===== src/sv/mrtu_pkg.sv =====
// Package for the 4x4 rotation matrix transform unit: opcodes, controller
// states, command/status structs, CORDIC constants. No dependencies.
`default_nettype none
package mrtu_pkg;

  localparam int ELEM_WIDTH_DEF = 32;
  localparam int FRAC_BITS_DEF  = 16;
  localparam int CORDIC_STEPS   = 30;
  localparam int STEP_W         = 5;

  localparam logic signed [33:0] CORDIC_GAIN_Q30 = 34'sd652032874;
  localparam logic [31:0]        DEG2RAD_Q32     = 32'd74961321;
  localparam logic signed [40:0] DEG_FULL        = 41'sd23592960;
  localparam logic signed [40:0] DEG_HALF        = 41'sd11796480;
  localparam logic signed [40:0] DEG_QUARTER     = 41'sd5898240;

  typedef enum logic [2:0] {
    OP_IDENTITY  = 3'd0,
    OP_WRITE     = 3'd1,
    OP_ROT_X     = 3'd2,
    OP_ROT_Y     = 3'd3,
    OP_ROT_Z     = 3'd4,
    OP_TRANSPOSE = 3'd5,
    OP_READ      = 3'd6,
    OP_NONE      = 3'd7
  } opcode_t;

  typedef enum logic [3:0] {
    ST_IDLE, ST_EXEC, ST_RED_A, ST_RED_B, ST_CORDIC, ST_TRIG, ST_MAC, ST_COMMIT,
    ST_READ
  } state_t;

  // Commands from the controller to the datapath.
  typedef struct packed {
    logic do_identity;
    logic do_write;
    logic do_transpose;
    logic red_a;
    logic red_b;
    logic cordic_init;
    logic cordic_step;
    logic trig;
    logic mac_start;
    logic mac_step;
    logic commit;
  } cmd_t;

  // Status from the datapath to the controller.
  typedef struct packed {
    logic cordic_done;
    logic mac_done;
  } sts_t;

  function automatic logic signed [31:0] atan_q30(input logic [STEP_W-1:0] i);
    logic signed [31:0] v;
    case (i)
      5'd0:  v = 32'sh3243F6A8;  5'd1:  v = 32'sh1DAC6705;
      5'd2:  v = 32'sh0FADBAFC;  5'd3:  v = 32'sh07F56EA6;
      5'd4:  v = 32'sh03FEAB76;  5'd5:  v = 32'sh01FFD55B;
      5'd6:  v = 32'sh00FFFAAA;  5'd7:  v = 32'sh007FFF55;
      5'd8:  v = 32'sh003FFFEA;  5'd9:  v = 32'sh001FFFFD;
      5'd10: v = 32'sh000FFFFF;  5'd11: v = 32'sh0007FFFF;
      5'd12: v = 32'sh0003FFFF;  5'd13: v = 32'sh0001FFFF;
      5'd14: v = 32'sh0000FFFF;  5'd15: v = 32'sh00007FFF;
      5'd16: v = 32'sh00003FFF;  5'd17: v = 32'sh00001FFF;
      5'd18: v = 32'sh00000FFF;  5'd19: v = 32'sh000007FF;
      5'd20: v = 32'sh000003FF;  5'd21: v = 32'sh000001FF;
      5'd22: v = 32'sh000000FF;  5'd23: v = 32'sh0000007F;
      5'd24: v = 32'sh0000003F;  5'd25: v = 32'sh0000001F;
      5'd26: v = 32'sh0000000F;  5'd27: v = 32'sh00000008;
      5'd28: v = 32'sh00000004;  5'd29: v = 32'sh00000002;
      default: v = 32'sh0;
    endcase
    return v;
  endfunction

endpackage
`default_nettype wire


===== src/sv/mrtu_ctrl.sv =====
// Controller state machine of the transform unit. Sequences angle reduction,
// CORDIC iterations, the multiply-accumulate pass and read-out. Uses mrtu_pkg.
`default_nettype none
module mrtu_ctrl (
  input  wire logic            clk,
  input  wire logic            rst_n,
  input  wire logic            in_valid,
  output logic                 in_ready,
  input  wire logic [2:0]      in_opcode,
  input  wire mrtu_pkg::sts_t  sts,
  output mrtu_pkg::cmd_t       cmd,
  output logic                 out_valid,
  input  wire logic            out_ready,
  output logic [3:0]           rd_idx
);
  import mrtu_pkg::*;

  state_t     state_r, state_nxt;
  logic [2:0] op_r;
  logic [3:0] rd_idx_r, rd_idx_nxt;

  always_ff @(posedge clk) begin
    if (!rst_n) begin
      state_r  <= ST_IDLE;
      rd_idx_r <= '0;
    end else begin
      state_r  <= state_nxt;
      rd_idx_r <= rd_idx_nxt;
    end
    if (in_valid && in_ready) op_r <= in_opcode;
  end

  always_comb begin
    state_nxt = state_r;
    case (state_r)
      ST_IDLE:   if (in_valid) state_nxt = ST_EXEC;
      ST_EXEC: begin
        case (opcode_t'(op_r))
          OP_ROT_X, OP_ROT_Y, OP_ROT_Z: state_nxt = ST_RED_A;
          OP_READ:                      state_nxt = ST_READ;
          default:                      state_nxt = ST_IDLE;
        endcase
      end
      ST_RED_A:  state_nxt = ST_RED_B;
      ST_RED_B:  state_nxt = ST_CORDIC;
      ST_CORDIC: if (sts.cordic_done) state_nxt = ST_TRIG;
      ST_TRIG:   state_nxt = ST_MAC;
      ST_MAC:    if (sts.mac_done) state_nxt = ST_COMMIT;
      ST_COMMIT: state_nxt = ST_IDLE;
      ST_READ:   if (out_ready && rd_idx_r == 4'd15) state_nxt = ST_IDLE;
      default:   state_nxt = ST_IDLE;
    endcase
  end

  always_comb begin
    cmd        = '0;
    in_ready   = 1'b0;
    out_valid  = 1'b0;
    rd_idx_nxt = rd_idx_r;
    case (state_r)
      ST_IDLE: in_ready = 1'b1;
      ST_EXEC: begin
        cmd.do_identity  = (op_r == OP_IDENTITY);
        cmd.do_write     = (op_r == OP_WRITE);
        cmd.do_transpose = (op_r == OP_TRANSPOSE);
        rd_idx_nxt       = '0;
      end
      ST_RED_A:  cmd.red_a = 1'b1;
      ST_RED_B:  begin
        cmd.red_b       = 1'b1;
        cmd.cordic_init = 1'b1;
      end
      ST_CORDIC: cmd.cordic_step = 1'b1;
      ST_TRIG:   begin
        cmd.trig      = 1'b1;
        cmd.mac_start = 1'b1;
      end
      ST_MAC:    cmd.mac_step = 1'b1;
      ST_COMMIT: cmd.commit = 1'b1;
      ST_READ: begin
        out_valid = 1'b1;
        if (out_ready) rd_idx_nxt = rd_idx_r + 4'd1;
      end
      default: ;
    endcase
  end

  assign rd_idx = rd_idx_r;
endmodule
`default_nettype wire


===== config.mk =====
export PLATFORM = sky130hd
export DESIGN_NAME = mrtu_ctrl
export DESIGN_NICKNAME = d
export VERILOG_FILES = /design/src/sv/mrtu_pkg.sv /design/src/sv/mrtu_ctrl.sv
export SDC_FILE = /design/constraint.sdc
export NUM_CORES = 1
export LEC_CHECK = 0
export BUFFER_PORTS_ARGS = -buffer_cell sky130_fd_sc_hd__buf_2
export CAP_MARGIN = 40
export CELL_PAD_IN_SITES_DETAIL_PLACEMENT = 0
export CELL_PAD_IN_SITES_GLOBAL_PLACEMENT = 2
export CORE_UTILIZATION = 25
export CTS_CLUSTER_SIZE = 8
export DETAILED_ROUTE_END_ITERATION = 16
export HOLD_SLACK_MARGIN = 0.06
export PLACE_DENSITY_LB_ADDON = 0.2
export RECOVER_POWER = 100
export SYNTH_ARGS = -nofsm -noshare
export SYNTH_HDL_FRONTEND = slang
export SYNTH_SLANG_ARGS = --single-unit

===== constraint.sdc =====
create_clock -name clk -period 2.1 [get_ports clk]
set_input_delay 0.21 -clock clk [delete_from_list [all_inputs] [get_ports clk]]
set_output_delay 0.21 -clock clk [all_outputs]
set_load 0.05 [all_outputs]

# Word-level counts from Yosys, hierarchy flattened
# Index checks and enable logic that the tools add are counted.
# totals
reg_bits	11
in_bits	9
output_inout_bits	17
# op_classes
addsub	1
n_eq_ne	20
mux	17
n_reduce_logical	8
# ops
operator	n
$pmux W4 S8	1
$mux W4	5
$eq A4 B3 Y1 const B	4
$pmux W4 S2	2
$ne A2 B2 Y1 const B	5
$eq A3 B3 Y1 const B	3
$eq A4 B2 Y1 const B	2
$eq A4 B4 Y1 const B	2
$eq A3 B2 Y1 const B	2
$mux W1	6
$add A4 B1 Y4 const B	1
$eq A4 B1 Y1 const B	1
$logic_not A4 Y1	1
$mux W2	2
$reduce_and A4 Y1	1
$eq A3 B1 Y1 const B	1
$logic_not A3 Y1	1
$mux W3	1
$reduce_or A3 Y1	1
$logic_and A1 B1 Y1	2
$reduce_and A2 Y1	1
$reduce_bool A2 Y1	1

# Longest topological paths before layout
# Gate-level depths: netlist of run 1.
# logic_depth
ltp_word	4
ltp_mapped	6

# Worst setup path before layout of run 1
# No wires, ideal clock.
# synth_timing
kind	register -> output
start	reg state_r[3]
end	out cmd[9] in the netlist's numbering
t_arrival_ns	2.772
t_required_ns	1.890
slack_ns	-0.882
path_stages_with_launch	4
cell_sequence	dfxtp_1 -> or4b_2 -> clkbuf_1 -> nor4b_1
# synth_rtl
element	line_no	source
start: declaration	mrtu_ctrl.sv:18	state_t state_r, state_nxt;
start signal: assignment	mrtu_ctrl.sv:27	state_r <= state_nxt;
end: declaration	mrtu_ctrl.sv:11	output mrtu_pkg::cmd_t cmd,

# Final worst setup path of run 1
# layout_timing
start	reg state_r[2]
end	out out_valid
# layout_via
elab_chain_len	2
# layout_lines
element	line_no	source
$eq A4 B4 Y1	mrtu_ctrl.sv:60	case (state_r)
$mux W1	mrtu_ctrl.sv:60	
end: declaration	mrtu_ctrl.sv:12	output logic out_valid,
# Every way passes these cells.

==> metrics.yaml, run 1 <==
yosysWarningCount: 0
routedWlPerCell_um: 11.6
netlist-cell-type-count: 33
numCtsBuffers: 3
worstSetupPathType: "flip-flop to primary output"
startpoint_type: "flip-flop"
gp_congestion: 0.707
crit_required_ns: 1.89
vias: 605
place_inst: 122
tightestPinTransition_ns: 0.602
period_needed_ns: 2.00
drc: 0
rsz0062_at_grt: "false"
slew_viol_final: 0
num-fill-cells: 251
start_util_pct: 27.3
ios: 26
syn_area_per_cell_um2: 8.62
viasPerCell: 4.80
holdBufCountCts: 0
postPlaceCellArea_um2: 805
fin_nets: 109
synthFlopType: "dfxtp_1"
core-area_um2: 2280
power.density_nw_per_um2: 578
hold_slack_ns: 0.124
port_buffers: 25
total_power_mw: 0.471
cp_top_family: "simple AND/OR/NAND/NOR gates"
overflow: 0
synth_edf_count: 3
end_kind: "primary output"
maxCapViolations: 0
final_common_cell: "clkbuf_1"
clkTransAtPathRegs_ns: 0.07
cts_tree: "built"
cts_setup_buffers: 0
drive_above_1_share_pct: 24.5
cts_buffer_depth: 2
grt_max_degree: 12
hold_path.class: "input pin to flip-flop"
num_rows: 17
synthCells: 72
die_width_um: 51.8
ys_ff_latch: 11
wirelength_um: 1470
synthToLayoutAreaGrowth_pct: 31.3
htreeDepth: 1
stdcell_area_um2: 815
run_status: "complete, no violations"
synth_nets: 82
clk_latency_ns: 0.26
root_buffer: "clkbuf_4"
cpMaxStageDelayCell: "or4b_1"
ys_seq_area_share_pct: 40.3
critPathMaxFanout: 10
timing.fmax_mhz: 501
min_period_over_period_pct: 95.1
antenna_found_initial: 0
slew_headroom_pct: 60.0
drt-pass1-iter-count: 4
grt_pass1_vias: 514
p_leak_nw: 0.299
first_iter_violations: 8
path_cells: "buf_4 -> or4b_1 -> inv_1 -> clkbuf_4"
clkSinkCount: 11
drtAntennaViolNets: 0
grt_pass1_wl_um: 2300
hpwlAfterDp_um: 1120
n_antenna_cell: 0
grtUsageTotal_pct: 11.6
die_h_um: 51.8
synth-async-reset-ratio_pct: 0
finalHoldViolations: 0
final_cell_mix: "clkbuf_1 (14), buf_2 (8), dfxtp_1 (8)"
finalSetupViolations: 0
crit_path_max_incr_delay_ns: 0.66
syn_area_um2: 621
cp.arrival_ns: 1.79
fin_cells: 126
finClkSkew_ns: 0.00573
path_buf_inv: 3
vdd_ir_drop_max_v: 0.000229
dieArea_um2: 2690
-- final cells by class --
cell class	instances	area (um^2)	share of cell area, %
inverter	3	11.3	1.38
multi-input combinational	51	350	43.0
timing repair buffer	29	141	17.4
tap	28	35.0	4.30
clock buffer	4	26.3	3.23
sequential	11	250	30.7
-- timing repair --
item / in CTS / in global routing
setup endpoints to repair: 1 / 1
pin swaps: 0 / 0
resized for setup: 2 / 1
-- flip-flops by register name, summed over array words and instances, names as in the netlist --
signal,count
op_r,3
rd_idx,4
state_r,4
-- metrics by stage --
| step | utilization, % | worst slack (ns) | TNS, ns |
|---|---|---|---|
| floorplan | - | -0.248 | -0.375 |
| global placement | 35.3 | 0.263 | 0 |
| detailed placement | 35.3 | 0.193 | 0 |
| CTS | 36.8 | 0.0788 | 0 |
| global route | 35.8 | 0.0334 | 0 |
| finish | 35.8 | 0.103 | 0 |
-- power by group --
part / switching, mW / internal (mW) / total (mW) / leakage, nW
logic: 0.0594 / 0.0303 / 0.0897 / 0.191
clock network: 0.0693 / 0.0733 / 0.143 / 0.0150
registers: 0.0108 / 0.228 / 0.239 / 0.0935
-- routing by layer --
metal	up-vias	GRT usage, %	wire [um]
met5	-	0	0
met1	279	16.9	777
met4	0	4.05	12
met3	2	3.22	66
met2	14	16.0	610
li1	310	-	-
-- cells in the mapped netlist (2+ instances only) --
cell,instances,area (um^2)
nor3b_1,2,15.0
edfxtp_1,3,90.1
dfxtp_1,8,160
inv_1,3,11.3
or3_1,3,18.8
o21ai_0,4,20.0
nor4_1,2,12.5
nor3_1,6,30.0
clkbuf_1,2,7.51
nand2_1,7,26.3
nor2_1,3,11.3
a21oi_1,4,20.0
nand4_1,2,12.5
buf_4,2,15.0
nand2b_1,3,18.8
-- worst paths after layout --
path | from | end | slack, ns | depth (start not counted)
worst max-delay path | state_r[2]$_SDFFE_PN0P_ | out_valid | 0.10 | 4
worst min-delay path | in_opcode[0] | op_r[0]$_DFFE_PP_ | 0.12 | 1
worst max register to register | state_r[2]$_SDFFE_PN0P_ | rd_idx[2]$_SDFFE_PN0P_ | 0.36 | 4
worst min register to register | rd_idx[1]$_SDFFE_PN0P_ | rd_idx[1]$_SDFFE_PN0P_ | 0.52 | 2
-- cells by family after synthesis --
logic type,after synthesis,share of synthesized area [%]
and+or+nand+nor,38,36.9
AOI/OAI and AO/OA,11,10.5
DFF,11,40.3
buffers and inverters,10,8.87
xor gates and xnor gates,1,1.41
adders and majority gates,1,2.02
Power figures use the tool's default switching activity.
==> run 2: changes to the inputs <==
--- a/config.mk
+++ b/config.mk
@@ -9,6 +9,7 @@
 export CAP_MARGIN = 40
 export CELL_PAD_IN_SITES_DETAIL_PLACEMENT = 0
 export CELL_PAD_IN_SITES_GLOBAL_PLACEMENT = 2
+export CORE_ASPECT_RATIO = 1.75
 export CORE_UTILIZATION = 25
 export CTS_CLUSTER_SIZE = 8
 export DETAILED_ROUTE_END_ITERATION = 16
==> metrics.yaml, run 2 (synthesis results as in run 1) <==
rsz0062_at_grt: "false"  # unchanged
fin_nets: 109  # unchanged
r2r-start: "state_r[2]$_SDFFE_PN0P_"  # unchanged
cts_setup_buffers: 0  # unchanged
path_buf_inv: 3  # unchanged
finClkSkew_ns: 0.00269  # was 0.00573 ns
slew_headroom_pct: 60.3  # was 60.0%
cts_buffer_depth: 2  # unchanged
final_util_pct: 35.5  # was 35.8%
overflow: 0  # unchanged
path_cells: "buf_4 -> or4b_1 -> inv_1 -> clkbuf_2"  # was buf_4 -> or4b_1 -> inv_1 -> clkbuf_4
root_buffer: "clkbuf_8"  # was clkbuf_4
hpwlAfterDp_um: 1220  # was 1120 um
end_kind: "primary output"  # unchanged
num_rows: 23  # was 17
timing.fmax_mhz: 503  # was 501 MHz
ios: 26  # unchanged
worstSetupPathType: "flip-flop to primary output"  # unchanged
htreeDepth: 1  # unchanged
cp-startpoint: "state_r[2]$_SDFFE_PN0P_"  # unchanged
worst_slack_ns: 0.112  # was 0.103 ns
clk_latency_ns: 0.24  # was 0.26 ns
total_power_mw: 0.539  # was 0.471 mW
cp.arrival_ns: 1.78  # was 1.79 ns
first_iter_violations: 7  # was 8
maxCapViolations: 0  # unchanged
multi_input_area_um2: 350  # unchanged
crit_end: "out_valid"  # unchanged
postPlaceCellArea_um2: 801  # was 805 um^2
min_period_over_period_pct: 94.7  # was 95.1%
power.density_nw_per_um2: 652  # was 578 nW/um^2
place_ws_ns: 0.223  # was 0.193 ns
final_cell_mix: "clkbuf_1 (14), buf_2 (8), dfxtp_1 (8)"  # unchanged
core-area_um2: 2330  # was 2280 um^2
grt_pass1_wl_um: 2720  # was 2300 um
vdd_ir_drop_max_v: 0.000315  # was 0.000229 V
crit_required_ns: 1.89  # about the same
drive_above_1_share_pct: 24.5  # unchanged
crit_cells: 4  # unchanged
finalSetupViolations: 0  # unchanged
place_inst: 119  # was 122
grtUsageTotal_pct: 14.8  # was 11.6%
start_util_pct: 26.6  # was 27.3%
clkTransAtPathRegs_ns: 0.05  # was 0.07 ns
vias: 623  # was 605
n_antenna_cell: 0  # unchanged
gr-usage-met1_pct: 14.3  # was 16.9%
slew_viol_final: 0  # unchanged
hold_slack_ns: 0.144  # was 0.124 ns
met3_usage_pct: 1.95  # was 3.22%
fin_cells: 123  # was 126
critPathMaxFanout: 10  # unchanged
reg2reg_slack_ns: 0.38  # was 0.36 ns
grt.busiest_layer: "met2"  # was met1
startpoint_type: "flip-flop"  # unchanged
run_status: "complete, no violations"  # unchanged
clkSinkCount: 11  # unchanged
cp_top_family: "simple AND/OR/NAND/NOR gates"  # unchanged
met2_usage_pct: 26.0  # was 16.0%
hold_path.class: "input pin to flip-flop"  # unchanged
grt_pass1_vias: 618  # was 514
num-fill-cells: 259  # was 251
final_common_cell: "clkbuf_1"  # unchanged
drt-pass1-iter-count: 4  # unchanged
tightestPinTransition_ns: 0.597  # was 0.602 ns
gp_congestion: 0.679  # was 0.707
wirelength_um: 1510  # was 1470 um
cpMaxStageDelayCell: "or4b_1"  # unchanged
worstReg2RegEnd: "rd_idx[3]$_SDFFE_PN0P_"  # was rd_idx[2]$_SDFFE_PN0P_
ff_latch_area_um2: 250  # unchanged
p_leak_nw: 0.307  # was 0.299 nW
antenna_found_initial: 0  # unchanged
crit_path_max_incr_delay_ns: 0.65  # was 0.66 ns
viasPerCell: 5.07  # was 4.80
drtAntennaViolNets: 0  # unchanged
period_needed_ns: 1.99  # was 2.00 ns
reg2reg_depth: 4  # unchanged
drc: 0  # unchanged
numCtsBuffers: 3  # unchanged
grt_max_degree: 12  # unchanged
stdcell_area_um2: 827  # was 815 um^2
die_h_um: 67.9  # was 51.8 um
setup-tns-final_ns: 0  # unchanged
cts_tree: "built"  # unchanged
synthToLayoutAreaGrowth_pct: 33.3  # was 31.3%
finalHoldViolations: 0  # unchanged
routedWlPerCell_um: 12.3  # was 11.6 um
die_width_um: 39.7  # was 51.8 um
dieArea_um2: 2690  # about the same
port_buffers: 25  # unchanged
## run 2: cell counts in the layout (fill, tap and decap cells not counted)
Identical to the previous run, type by type.
## run 2: repair_timing
action	in CTS	in global routing
hold buffers	0	0
gates resized for setup	1	1
endpoints found under the setup margin	1	1
endpoints found under the hold margin	0	0
## run 2: cell type report
type / instances / share of cell area (%)
Inverter: 3 / 1.36
Clock buffer: 4 / 5.45
Sequential cell: 11 / 30.3
Tap cell: 25 / 3.78
Timing Repair Buffer: 29 / 16.8
Multi-Input combinational cell: 51 / 42.4
## run 2: power by group
| group | internal [mW] | total (mW) | switching (mW) |
|---|---|---|---|
| combinational | 0.0301 | 0.0895 | 0.0595 |
| clock | 0.133 | 0.210 | 0.0771 |
| sequential | 0.229 | 0.239 | 0.0105 |
| total | 0.392 | 0.539 | 0.147 |
## run 2: worst min path at each step
stage	from	end	slack [ns]	cells past startpoint
global route	in_opcode[1]	op_r[1]$_DFFE_PP_	0.14	1
global placement	in_opcode[2]	op_r[2]$_DFFE_PP_	0.39	1
floorplan	in_opcode[0]	op_r[0]$_DFFE_PP_	0.31	0
CTS	in_opcode[2]	op_r[2]$_DFFE_PP_	0.14	1
detailed placement	in_opcode[2]	op_r[2]$_DFFE_PP_	0.39	1
finish	in_opcode[1]	op_r[1]$_DFFE_PP_	0.14	1
## run 2: per-layer routing
| layer | vias up | part of all wire (%) |
|---|---|---|
| li1 | 311 | - |
| met2 | 22 | 54 |
| met4 | 0 | 3.2 |
| met5 | - | 0 |
| met3 | 4 | 3.8 |
| met1 | 286 | 39 |
## run 2: worst register-to-register path: cells and delay by family, from the launching register on
family	cells	cell delay, ns
AND/OR/NAND/NOR	2	1.04
AO/OA/AOI/OAI	1	0.15
flip-flops	1	0.30
buffers and inverters	1	0.16
==> run 3: changes to the inputs <==
--- a/config.mk
+++ b/config.mk
@@ -9,7 +9,7 @@
 export CAP_MARGIN = 40
 export CELL_PAD_IN_SITES_DETAIL_PLACEMENT = 0
 export CELL_PAD_IN_SITES_GLOBAL_PLACEMENT = 2
-export CORE_ASPECT_RATIO = 1.75
+export CORE_ASPECT_RATIO = 1.2
 export CORE_UTILIZATION = 25
 export CTS_CLUSTER_SIZE = 8
 export DETAILED_ROUTE_END_ITERATION = 16
==> metrics.yaml, run 3 (synthesis results as in run 1) <==
finalHoldViolations: 0  # unchanged
antenna_found_initial: 0  # unchanged
htreeDepth: 1  # unchanged
ff_latch_area_um2: 250  # unchanged
timing.fmax_mhz: 507  # was 503 MHz
fin_nets: 109  # unchanged
p_switching_mw: 0.137  # was 0.147 mW
clkTransAtPathRegs_ns: 0.07  # was 0.05 ns
gp_congestion: 0.739  # was 0.679
core-area_um2: 2330  # about the same
drive_above_1_share_pct: 25.5  # was 24.5%
synthToLayoutAreaGrowth_pct: 32.1  # was 33.3%
grt_max_degree: 12  # unchanged
end_kind: "primary output"  # unchanged
multi_input_area_um2: 354  # was 350 um^2
critPathMaxFanout: 6  # was 10
power.density_nw_per_um2: 572  # was 652 nW/um^2
finalSetupViolations: 0  # unchanged
port_buffers: 25  # unchanged
run_status: "complete, no violations"  # unchanged
maxCapViolations: 0  # unchanged
final_util_pct: 35.2  # was 35.5%
viasPerCell: 4.72  # was 5.07
cp.arrival_ns: 1.76  # was 1.78 ns
crit_required_ns: 1.89  # about the same
dieArea_um2: 2690  # about the same
num_rows: 19  # was 23
start_util_pct: 26.6  # about the same
overflow: 0  # unchanged
worstSetupPathType: "flip-flop to primary output"  # unchanged
setup-tns-final_ns: 0  # unchanged
num-fill-cells: 282  # was 259
die_width_um: 47.5  # was 39.7 um
hold_path.class: "input pin to flip-flop"  # unchanged
holdBufCountCts: 0  # unchanged
hpwlAfterDp_um: 1190  # was 1220 um
grt_pass1_wl_um: 2500  # was 2720 um
p_sw_share_pct: 29.3  # was 27.3%
tightestPinTransition_ns: 0.592  # was 0.597 ns
drc: 0  # unchanged
final_common_cell: "clkbuf_1"  # unchanged
wirelength_um: 1560  # was 1510 um
numCtsBuffers: 3  # unchanged
p_leak_nw: 0.302  # was 0.307 nW
finClkSkew_ns: 0.000485  # was 0.00269 ns
clkSinkCount: 11  # unchanged
drtAntennaViolNets: 0  # unchanged
routedWlPerCell_um: 12.1  # was 12.3 um
grt_pass1_vias: 554  # was 618
final_cell_mix: "clkbuf_1 (14), buf_2 (8), dfxtp_1 (8)"  # unchanged
grtUsageTotal_pct: 12.9  # was 14.8%
die_h_um: 56.6  # was 67.9 um
internal_power_mw: 0.332  # was 0.392 mW
cts_tree: "built"  # unchanged
total_power_mw: 0.469  # was 0.539 mW
slew_viol_final: 0  # unchanged
seq_power_share_pct: 51.1  # was 44.4%
vias: 609  # was 623
n_antenna_cell: 0  # unchanged
rsz0062_at_grt: "false"  # unchanged
clk_latency_ns: 0.26  # was 0.24 ns
cts_setup_buffers: 0  # unchanged
root_buffer: "clkbuf_4"  # was clkbuf_8
ios: 26  # unchanged
cts_buffer_depth: 2  # unchanged
period_needed_ns: 1.97  # was 1.99 ns
p_clk_share_pct: 29.4  # was 39.0%
combPwrFrac_pct: 19.5  # was 16.6%
first_iter_violations: 7  # unchanged
slew_headroom_pct: 60.7  # was 60.3%
vdd_ir_drop_max_v: 0.000339  # was 0.000315 V
startpoint_type: "flip-flop"  # unchanged
drt-pass1-iter-count: 4  # unchanged
min_period_over_period_pct: 93.8  # was 94.7%
==> run 3: stage by stage <==
step                      instances  area (um^2)  worst slack, ns  hold slack (ns)
after floorplan                  72          658           -0.248            0.309
after global placement          125          808            0.249            0.388
after detailed placement        125          808            0.223            0.391
after CTS                       129          841           0.0542            0.117
after global routing            129          820           0.0713            0.111
final                           129          820            0.129            0.126
==> run 3: final cells by class <==
type                       count  share of cell area, %
timing repair buffer          29                   16.9
tap                           31                   4.73
multi-input combinational     51                   43.2
sequential                    11                   30.5
clock buffer                   4                   3.21
inverter                       3                   1.37
==> run 3: worst max-delay path: stages (launching register included) <==
cell,delay [ns]
dfxtp_1,0.32
or4b_4,0.60
nor4b_2,0.27
clkbuf_2,0.31
==> run 3: power groups by stage <==
stage / sequential, mW / clock [mW] / combinational [mW]
4_1_cts: 0.239 / 0.146 / 0.0952
5_1_grt: 0.241 / 0.158 / 0.0982
3_5_place_dp: 0.244 / 0 / 0.0933
2_1_floorplan: 0.242 / 0 / 0.0662
6_report: 0.239 / 0.138 / 0.0916
3_3_place_gp: 0.243 / 0 / 0.0932
==> run 3: routing by layer <==
metal | wire length (um) | global-route usage [%]
met2 | 766 | 19.4
met4 | 8 | 4.90
met1 | 737 | 18.1
met5 | 0 | 0
met3 | 44 | 1.93
==> run 3: final timing paths <==
path,slack (ns),from,depth (start not counted),to
max,0.13,state_r[2]$_SDFFE_PN0P_,3,cmd[9]
min,0.13,in_opcode[1],1,op_r[1]$_DFFE_PP_
max reg2reg,0.46,state_r[2]$_SDFFE_PN0P_,4,rd_idx[3]$_SDFFE_PN0P_
min reg2reg,0.51,rd_idx[3]$_SDFFE_PN0P_,2,rd_idx[3]$_SDFFE_PN0P_
==> run 3: timing repair <==
action | CTS | global route
gates resized for setup | 2 | 1
setup endpoints to repair | 1 | 1
gates cloned | 0 | 0
